--- config.mk ---
export PLATFORM = sky130hd
export DESIGN_NAME = wildcard_byte_pattern_scanner_top
export DESIGN_NICKNAME = d
export VERILOG_FILES = /design/src/design/wbps_pkg.sv /design/src/design/wildcard_byte_pattern_scanner_top.sv
export SDC_FILE = /design/constraint.sdc
export NUM_CORES = 1
export LEC_CHECK = 0
export BUFFER_PORTS_ARGS = -buffer_cell sky130_fd_sc_hd__buf_2
export CORE_MARGIN = 3
export CORE_UTILIZATION = 35
export DETAILED_ROUTE_END_ITERATION = 6
export SLEW_MARGIN = 20
export SYNTH_ARGS = -nofsm -noshare
export SYNTH_HDL_FRONTEND = slang
export SYNTH_SLANG_ARGS = --single-unit
--- constraint.sdc ---
create_clock -name clk -period 10.8 [get_ports clk]
set_input_delay 0 -clock clk [delete_from_list [all_inputs] [get_ports clk]]
set_output_delay 0 -clock clk [all_outputs]
set_load 0.01 [all_outputs]
--- src/design/wbps_pkg.sv ---
package wbps_pkg;

    // Pattern storage and counter sizes.
    localparam int PATTERN_MAX = 64;
    localparam int IDX_BITS    = $clog2(PATTERN_MAX);
    localparam int LEN_BITS    = 7;
    localparam int OFFSET_BITS = 32;
    localparam int ADDR_BITS   = 48;

    // Command codes carried by the cmd field.
    localparam logic CMD_LOAD = 1'b0;
    localparam logic CMD_SCAN = 1'b1;

    // Configuration register indexes.
    localparam logic CFG_PATTERN_LENGTH = 1'b0;
    localparam logic CFG_BASE_ADDRESS   = 1'b1;

    // Result status codes.
    typedef enum logic [1:0] {
        ST_NONE     = 2'd0,
        ST_FOUND    = 2'd1,
        ST_END_MISS = 2'd2,
        ST_END_HIT  = 2'd3
    } status_t;

endpackage

--- src/design/wildcard_byte_pattern_scanner_top.sv ---
// Streaming wildcard byte pattern search. Each input beat either loads one
// pattern entry (cmd = load) or scans one data byte (cmd = scan), and every
// input beat yields exactly one result beat in the following cycle. The block takes
// one beat per cycle: a single register stage after the 64 parallel byte
// comparators and the shift-and prefix vector sets that figure. A new beat
// enters whenever the result register is empty or its beat is taken in the
// same cycle, so a result left waiting holds off the input until it is taken.
// The first full match reports status 1 with the start offset and
// base_address plus that offset; the scan beat flagged last_byte reports status 2
// or 3 and clears the match state. Write pattern_length and base_address only
// while no beat is in flight; entries covered by pattern_length must have been
// loaded before they are scanned.
module wildcard_byte_pattern_scanner_top (
    input  logic                                  clk,
    input  logic                                  rst_n,
    // Configuration write channel
    input  logic                                  cfg_valid,
    output logic                                  cfg_ready,
    input  logic                                  cfg_index,
    input  logic [wbps_pkg::ADDR_BITS-1:0]        cfg_data,
    // Input channel
    input  logic                                  in_valid,
    output logic                                  in_ready,
    input  logic                                  cmd,
    input  logic [wbps_pkg::IDX_BITS-1:0]         entry_index,
    input  logic [7:0]                            entry_value,
    input  logic                                  entry_wildcard,
    input  logic [7:0]                            data_byte,
    input  logic                                  last_byte,
    // Result channel
    output logic                                  out_valid,
    input  logic                                  out_ready,
    output logic [1:0]                            status,
    output logic [wbps_pkg::OFFSET_BITS-1:0]      match_offset,
    output logic [wbps_pkg::ADDR_BITS-1:0]        match_address
);

    import wbps_pkg::*;

    localparam logic [OFFSET_BITS-1:0] POS_MAX = '1;

    // Configuration registers
    logic [LEN_BITS-1:0]    pattern_length_reg;
    logic [ADDR_BITS-1:0]   base_address_reg;

    // Pattern store, no reset: each entry feeds its own comparator.
    logic [7:0]             pattern_values_reg [PATTERN_MAX];
    logic [PATTERN_MAX-1:0] wildcard_marks_reg;

    // Scan state
    logic [PATTERN_MAX-1:0] partial_bits_reg, partial_bits_next;
    logic [OFFSET_BITS-1:0] byte_position_reg, byte_position_next;
    logic                   match_seen_reg, match_seen_next;
    logic [OFFSET_BITS-1:0] first_offset_reg, first_offset_next;

    // Result register
    logic                   out_valid_reg;
    status_t                status_reg, status_next;
    logic [OFFSET_BITS-1:0] offset_reg, offset_next;
    logic [ADDR_BITS-1:0]   address_reg, address_next;

    logic                   in_beat;
    logic                   scan_beat;
    logic [PATTERN_MAX-1:0] hit_mask;
    logic                   len_ok;
    logic [IDX_BITS-1:0]    top_idx;
    logic                   full_hit;
    logic [OFFSET_BITS-1:0] new_offset;
    logic [OFFSET_BITS-1:0] report_offset;

    // Handshakes: the result register frees up when it is empty or being taken.
    assign cfg_ready = 1'b1;
    assign in_ready  = !out_valid_reg || out_ready;
    assign in_beat   = in_valid && in_ready;
    assign scan_beat = in_beat && (cmd == CMD_SCAN);

    // Configuration writes.
    always_ff @(posedge clk or negedge rst_n)
    begin
        if (!rst_n)
        begin
            pattern_length_reg <= '0;
            base_address_reg   <= '0;
        end
        else if (cfg_valid && cfg_ready)
        begin
            unique case (cfg_index)
                CFG_PATTERN_LENGTH: pattern_length_reg <= cfg_data[LEN_BITS-1:0];
                CFG_BASE_ADDRESS:   base_address_reg   <= cfg_data;
                default:            pattern_length_reg <= pattern_length_reg;
            endcase
        end
    end

    // Pattern entry loads.
    always_ff @(posedge clk)
    begin
        if (in_beat && (cmd == CMD_LOAD))
        begin
            pattern_values_reg[entry_index] <= entry_value;
            wildcard_marks_reg[entry_index] <= entry_wildcard;
        end
    end

    // Per-position match mask, limited to the active pattern length.
    always_comb
    begin
        for (int p = 0; p < PATTERN_MAX; p++)
        begin
            hit_mask[p] = (LEN_BITS'(p) < pattern_length_reg) &&
                          (wildcard_marks_reg[p] || (pattern_values_reg[p] == data_byte));
        end
    end

    // Shift-and update and detection of a complete match.
    assign partial_bits_next = {partial_bits_reg[PATTERN_MAX-2:0], 1'b1} & hit_mask;
    assign len_ok   = (pattern_length_reg != '0) &&
                      (pattern_length_reg <= LEN_BITS'(PATTERN_MAX));
    assign top_idx  = IDX_BITS'(pattern_length_reg - LEN_BITS'(1));
    assign full_hit = len_ok && partial_bits_next[top_idx];

    // The match starts pattern_length - 1 bytes before the current position.
    assign new_offset = byte_position_reg -
                        (OFFSET_BITS'(pattern_length_reg) - OFFSET_BITS'(1));

    // Next scan state and result.
    always_comb
    begin
        byte_position_next = byte_position_reg;
        match_seen_next    = match_seen_reg;
        first_offset_next  = first_offset_reg;
        status_next        = ST_NONE;
        report_offset      = first_offset_reg;

        if (byte_position_reg != POS_MAX)
        begin
            byte_position_next = byte_position_reg + OFFSET_BITS'(1);
        end

        if (full_hit && !match_seen_reg)
        begin
            match_seen_next   = 1'b1;
            first_offset_next = new_offset;
            report_offset     = new_offset;
            status_next       = ST_FOUND;
        end

        if (last_byte)
        begin
            status_next        = match_seen_next ? ST_END_HIT : ST_END_MISS;
            byte_position_next = '0;
            match_seen_next    = 1'b0;
            first_offset_next  = '0;
        end

        if (cmd == CMD_LOAD)
        begin
            status_next = ST_NONE;
        end

        if ((status_next == ST_FOUND) || (status_next == ST_END_HIT))
        begin
            offset_next  = report_offset;
            address_next = base_address_reg + ADDR_BITS'(report_offset);
        end
        else
        begin
            offset_next  = '0;
            address_next = '0;
        end
    end

    // Scan state registers.
    always_ff @(posedge clk or negedge rst_n)
    begin
        if (!rst_n)
        begin
            partial_bits_reg  <= '0;
            byte_position_reg <= '0;
            match_seen_reg    <= 1'b0;
            first_offset_reg  <= '0;
        end
        else if (scan_beat)
        begin
            partial_bits_reg  <= last_byte ? '0 : partial_bits_next;
            byte_position_reg <= byte_position_next;
            match_seen_reg    <= match_seen_next;
            first_offset_reg  <= first_offset_next;
        end
    end

    // Result valid flag.
    always_ff @(posedge clk or negedge rst_n)
    begin
        if (!rst_n)
        begin
            out_valid_reg <= 1'b0;
        end
        else if (in_beat)
        begin
            out_valid_reg <= 1'b1;
        end
        else if (out_ready)
        begin
            out_valid_reg <= 1'b0;
        end
    end

    // Result payload.
    always_ff @(posedge clk)
    begin
        if (in_beat)
        begin
            status_reg  <= status_next;
            offset_reg  <= offset_next;
            address_reg <= address_next;
        end
    end

    assign out_valid     = out_valid_reg;
    assign status        = status_reg;
    assign match_offset  = offset_reg;
    assign match_address = address_reg;

    // A load beat always produces a plain status beat next cycle.
    a_load_status: assert property (@(posedge clk) disable iff (!rst_n)
        (in_beat && (cmd == CMD_LOAD)) |=> (out_valid && (status == ST_NONE)))
        else $error("load beat did not produce a status-none result");

    // Results without a match carry zero offset and address.
    a_nomatch_zero: assert property (@(posedge clk) disable iff (!rst_n)
        (out_valid && ((status == ST_NONE) || (status == ST_END_MISS)))
        |-> ((match_offset == '0) && (match_address == '0)))
        else $error("non-match result carries a nonzero offset or address");

    // The match flag only clears on a scanned last byte.
    a_seen_clear: assert property (@(posedge clk) disable iff (!rst_n)
        $fell(match_seen_reg) |-> $past(scan_beat && last_byte))
        else $error("match flag cleared outside the end of a scan");

    // A found report is only made when no match had been seen before.
    a_found_once: assert property (@(posedge clk) disable iff (!rst_n)
        (in_beat && (status_next == ST_FOUND)) |-> !match_seen_reg)
        else $error("second match reported in one scan");

endmodule
==> results of run 1 <==
## layer usage
metal	track usage [%]	share of wire, %	up-vias
met3	2.57	5.2	166
met1	23.7	44	12300
met4	4.69	2.4	8
met2	29.1	48	760
met5	0	0.057	-
li1	-	-	11400
## cells in the final DEF (no fill, tap or decap), drive strengths merged, types with 18 or more instances in the layout
cell           n
edfxtp       658
xor2         513
nor2         203
buf          202
dfrtp        184
nand2        132
a21oi        125
nor4         125
clkbuf       117
o21ai        104
xnor2         84
mux2          83
ha            66
nand3         56
dlygate4sd3   56
a22o          52
nor2b         47
inv           41
clkinv        39
nor3          38
a21o          34
nand4         29
o211ai        22
o31ai         18
## area by class of cell
| type | count | area (um2) | share of cell area (%) |
|---|---|---|---|
| tap | 1488 | 1860 | 4.15 |
| inverter | 37 | 140 | 0.313 |
| sequential | 842 | 24400 | 54.4 |
| clock inverter | 46 | 395 | 0.882 |
| clock buffer | 116 | 2350 | 5.24 |
| antenna | 1 | 2.50 | 0.00558 |
| timing repair buffer | 259 | 1720 | 3.83 |
| multi-input combinational | 1958 | 14000 | 31.2 |
## synth_stat cells (12+ instances only)
cell type  count  area (um2)
a21o_1        34         255
a21oi_1      125         626
a22o_1        52         455
a31oi_1       15        93.8
and3_1        17         106
buf_2         57         285
clkbuf_1      58         218
dfrtp_1      184        4600
edfxtp_1     658       19800
ha_1          66         826
inv_1         36         135
mux2_2        73         822
nand2_1      132         495
nand2b_1      14        87.6
nand3_1       56         280
nand4_1       29         181
nor2_1       203         762
nor2b_1       47         294
nor3_1        33         165
nor4_1       125         782
o211ai_1      22         165
o21ai_0      102         510
o31ai_1       18         135
o41ai_1       15         131
or3_1         12        75.1
xnor2_1       84         736
xor2_1       513        4490
## power groups by stage
stage / Sequential (mW) / Combinational, mW / Clock, mW
final: 3.71 / 1.55 / 2.89
after global placement: 3.78 / 1.52 / 0
after detailed placement: 3.77 / 1.53 / 0
after CTS: 3.71 / 1.56 / 2.95
after floorplan: 3.76 / 1.08 / 0
after global routing: 3.72 / 1.71 / 3.08
## critical path, delay by kind of cell (launching register included)
| kind | cells | cell delay (ps) |
|---|---|---|
| and+or+nand+nor | 3 | 1020 |
| buffers and inverters | 5 | 1810 |
| AOI/OAI and AO/OA | 13 | 3920 |
| muxes | 1 | 400 |
| xor gates and xnor gates | 1 | 780 |
| DFF | 1 | 330 |
| adders and majority gates | 2 | 660 |
## metrics by stage
stage	utilization [%]	worst slack [ps]
4_1_cts	40.4	1680
3_3_place_gp	37.4	2100
6_report	40.4	1500
2_1_floorplan	-	4300
3_5_place_dp	37.4	1740
5_1_grt	40.4	699
## logic make-up (layout without fill, tap and decap cells)
kind of cell             count (synthesis)  in the layout  share of synthesized area, %
adder cells (fa/ha/maj)                 68             68                          2.21
flip-flops                             842            842                          62.2
buffers and inverters                  177            458                          2.06
multiplexers                            85             85                          2.56
other                                    1              2                       0.00958
XOR/XNOR                               597            597                          13.4
AO/OA/AOI/OAI                          478            478                          8.13
AND/OR/NAND/NOR                        729            729                          9.45
## path summary, 6_finish.rpt
check	cells past startpoint	end	slack [ps]	from
min in group clk	3	base_address_reg[38]$_DFFE_PN0P_	110	cfg_data[38]
hold / removal	2	out_valid$_DFFE_PN0P_	10	rst_n
setup / recovery	25	match_address[47]$_SDFFCE_PN0P_	1500	pattern_length_reg[0]$_DFFE_PN0P_
max in group asynchronous	3	byte_position_reg[5]$_DFFE_PN0P_	9510	rst_n
setup reg to reg	25	match_address[47]$_SDFFCE_PN0P_	1500	pattern_length_reg[0]$_DFFE_PN0P_
hold reg to reg	2	partial_bits_reg[50]$_DFFE_PN0P_	480	partial_bits_reg[50]$_DFFE_PN0P_
## timing repair
item	CTS	global route
setup buffers	0	0
hold buffers	56	0
endpoints found under the hold margin	149	0
==> out/qor.yml, run 1 <==
place:
  port_buffers: 162
  placed_area_um2: 41500
  hpwl_mm: 62.7
  dp.cells: 4527
  place.gp.congestion: 0.919
cells_and_area:
  largest_reg_flops: 512
  area_growth_pct: 14.5
  design_area_um2: 44800
  nFillCells: 10300
  nNetsFinal: 3332
  final_cells: 4747
  drive_above_1_share_pct: 13.4
power_and_ir_drop:
  power_density_nw_per_um2: 182
  clkPwrFrac_pct: 35.4
  switching_share_pct: 28.2
  combPwrFrac_pct: 19.1
  power.internal_mw: 5.85
  p_sw_mw: 2.30
  ir_worst_vdd_v: 0.000160
  leakage_nw: 16.4
  power_mw: 8.15
  seqPwrFrac_pct: 45.5
cts:
  cts-buffers-inserted: 87
  cts_resized: 0
  cts_sinks: 842
  clkLatencyLatePin_ps: 670
  cts_tree: "done"
  cts_buffer_depth: 3
  cts_max_level: 3
  path_clk_slew_ps: 70
  cts-root-buf: "clkbuf_16"
synthesis:
  async_flop_share_pct: 21.9
  synth_edf_count: 658
  synthesis.area_um2: 39100
  synth.avg_cell_area_um2: 13.1
  synth_seq_cells: 842
  yosys_warnings: 0
  ys_seq_area_share_pct: 62.2
  synth_ff_type: "edfxtp_1"
  ys_types: 79
  syn_inst: 2977
  syn-num-nets: 3124
die:
  die_w_um: 340
  core.rowCount: 122
  die_area_um2: 116000
  initial_core_util_pct: 35.3
  die_y_um: 340
  core_area_um2: 111000
  top_level_ports: 164
critical_path:
  crit_slowest_cell: "xor2_1"
  cp.required_ps: 11160
  critPathMaxStageDelay_ps: 780
  startpoint_type: "flop"
  arrival_ps: 9660
  critPathCaptureType: "flop"
  path_class: "flop to flop"
  cp_common_cell: "inv_1"
  worstPathMaxFanout: 37
timing:
  hold_ws_ps: 13.1
  relSlewSlack_pct: 30.4
  drv_slew: 0
  skew_ps: 48.7
  worst_pin_slew_ps: 1040
  setup_violations: 0
  rsz0062_at_grt: "false"
  finalSetupTns_ps: 0
  fin_crit_sh_pct: 86.2
  finalCriticalPeriod_ps: 9300
  final-hold-violation-count: 0
  fmax_ghz: 0.107
route:
  wl_per_cell_um: 21.7
  drtIter0Drc: 2032
  ant_nets: 0
  num_vias: 24700
  drt-pass1-iter-count: 7
  wirelength_mm: 103
  remaining_drc_errors: 14
  vias_per_cell: 5.19
grt:
  grt_max_degree: 94
  grt_usage_pct: 17.4
  first_global_vias: 24300
  antenna_found_initial: 6
  grt.overflow.total: 0
  grt_pass1_wl_mm: 155
status:
  violations: "DRC"
  status: "finished, violations left"
worst_hold_path:
  hold_path_class: "primary input to asynchronous set/reset pin"
flow_run:
  drv_cap: 0
Note: power is estimated with default switching activity, not from simulation.
==> run 2, diff against run 1 <==
Settings changed: CORE_MARGIN 3 to 4.
==> out/qor.yml, run 2 (synthesis results as in run 1) <==
timing:
  rsz0062_at_grt: "false"
  drv_slew: 0  # unchanged
  skew_ps: 49.2  # +0.488 ps
  relSlewSlack_pct: 26.5  # -3.9 points
  finalSetupTns_ps: 0  # unchanged
  fin_crit_sh_pct: 87.3  # +1.2 points
  setup_violations: 0  # unchanged
  setup_ws_ps: 1370  # -125 ps
  fmax_ghz: 0.106  # -1.3%
  worst_pin_slew_ps: 1100  # +60.6 ps
  final-hold-violation-count: 0  # unchanged
  finalCriticalPeriod_ps: 9430  # +125 ps
  hold_ws_ps: 51.3  # +38.2 ps
flow_run:
  drv_cap: 0  # unchanged
critical_path:
  path_buf_inv: 5  # unchanged
  arrival_ps: 9780  # +120 ps
  cp_common_cell: "inv_1"
  path_class: "flop to flop"
  cp_top_family: "compound AO/OA/AOI/OAI gates"
  critPathMaxStageDelay_ps: 820  # +40 ps
  startpoint_type: "flop"
  cp.required_ps: 11150  # about the same
  crit_slowest_cell: "xor2_1"
  critPathCaptureType: "flop"
  worstPathMaxFanout: 35  # -5.4%
die:
  die_y_um: 342  # +0.59%
  die_w_um: 342  # +0.59%
  core.rowCount: 122  # unchanged
  top_level_ports: 164  # unchanged
  die_area_um2: 117000  # +1.2%
  core_area_um2: 111000  # unchanged
  initial_core_util_pct: 35.3  # unchanged
grt:
  antenna_found_initial: 3  # -3
  grt_max_degree: 82  # -13%
  grt_pass1_wl_mm: 154  # -0.22%
  grt_usage_pct: 17.3  # -0.12 points
  grt.overflow.total: 0  # unchanged
  first_global_vias: 24400  # +0.053%
place:
  place_ws_ps: 1630  # -112 ps
  port_buffers: 162  # unchanged
  dp.cells: 4526  # -0.022%
  place.gp.congestion: 0.934  # +1.6%
  hpwl_mm: 62.5  # -0.20%
  placed_area_um2: 41500  # about the same
power_and_ir_drop:
  power_density_nw_per_um2: 185  # +1.9%
  p_sw_mw: 2.34  # +1.7%
  power_mw: 8.35  # +2.4%
  clkPwrFrac_pct: 36.9  # +1.5 points
  power.internal_mw: 6.01  # +2.7%
  combPwrFrac_pct: 18.7  # -0.4 points
  switching_share_pct: 28.0  # -0.19 points
  ir_worst_vdd_v: 0.000121  # -24%
  seqPwrFrac_pct: 44.4  # -1.1 points
  leakage_nw: 16.5  # +0.67%
cells_and_area:
  area_growth_pct: 15.1
  final_common_cell: "edfxtp_1"
  fin_util_pct: 40.7  # +0.21 points
  final_cells: 4748  # +0.021%
  design_area_um2: 45100  # +0.53%
  drive_above_1_share_pct: 13.7  # +0.27 points
  final_cell_mix: "658 x edfxtp_1, 513 x xor2_1, 203 x nor2_1"
  largest_reg_flops: 512  # unchanged
  nNetsFinal: 3332  # unchanged
  nFillCells: 10400  # +1.1%
cts:
  cts_buffer_depth: 3  # unchanged
  cts_sinks: 842  # unchanged
  cts_tree: "done"
  cts-buffers-inserted: 88  # +1.1%
  clkLatencyLatePin_ps: 670  # about the same
  cts-root-buf: "clkbuf_16"
  cts_max_level: 3  # unchanged
  path_clk_slew_ps: 70  # about the same
  cts_resized: 0  # unchanged
route:
  num_vias: 24700  # unchanged
  vias_per_cell: 5.19  # about the same
  remaining_drc_errors: 0  # -14
  wl_per_cell_um: 21.9  # +0.93%
  wirelength_mm: 104  # +0.96%
  drt-pass1-iter-count: 7  # unchanged
  drtIter0Drc: 2172  # +6.9%
  ant_nets: 0  # unchanged
status:
  status: "complete, no violations"
worst_hold_path:
  hold_path_class: "primary input to flop"
[run 2: power groups by stage]
stage / sequential (mW) / clock (mW) / combinational (mW)
6_report: 3.71 / 3.08 / 1.56
3_5_place_dp: 3.77 / 0 / 1.54
5_1_grt: 3.72 / 3.28 / 1.71
3_3_place_gp: 3.77 / 0 / 1.53
2_1_floorplan: 3.76 / 0 / 1.08
4_1_cts: 3.71 / 3.14 / 1.57
[run 2: path summary, 6_finish.rpt]
kind | slack (ps) | start | end | cells after the start
worst max-delay path | 1370 | pattern_length_reg[0]$_DFFE_PN0P_ | match_address[41]$_SDFFCE_PN0P_ | 25
max in group asynchronous | 8710 | rst_n | partial_bits_reg[13]$_DFFE_PN0P_ | 5
min in group asynchronous | 330 | rst_n | base_address_reg[27]$_DFFE_PN0P_ | 3
worst min register to register | 480 | partial_bits_reg[55]$_DFFE_PN0P_ | partial_bits_reg[55]$_DFFE_PN0P_ | 2
worst min-delay path | 50 | cfg_valid | pattern_length_reg[6]$_DFFE_PN0P_ | 4
worst max register to register | 1370 | pattern_length_reg[0]$_DFFE_PN0P_ | match_address[41]$_SDFFCE_PN0P_ | 25
[run 2: repair_timing]
action | in CTS | in global routing
hold buffers | 57 | 0
hold endpoints to repair | 135 | 0
setup buffers | 0 | 0
[run 2: layout make-up]
class | count | area (um2) | share of cell area [%]
Sequential cell | 842 | 24400 | 54.1
Multi-Input combinational cell | 1958 | 14000 | 31.1
Clock buffer | 112 | 2430 | 5.39
Tap cell | 1488 | 1860 | 4.13
Timing Repair Buffer | 258 | 1750 | 3.87
Clock inverter | 52 | 522 | 1.16
Inverter | 37 | 140 | 0.311
Antenna cell | 1 | 2.50 | 0.00555
[run 2: tightest hold or removal path, delay by kind of cell]
kind                   cells  cell delay (ps)
AOI/OAI and AO/OA          1               70
buffers and inverters      1              110
and+or+nand+nor            2              480
[run 2: routing by layer]
| layer | vias to the layer above | global-route usage, % | wire length [um] |
|---|---|---|---|
| met4 | 0 | 5.15 | 2900 |
| met1 | 12300 | 23.5 | 45500 |
| met5 | - | 0 | 0 |
| li1 | 11400 | - | - |
| met3 | 180 | 2.77 | 6250 |
| met2 | 822 | 28.6 | 49400 |
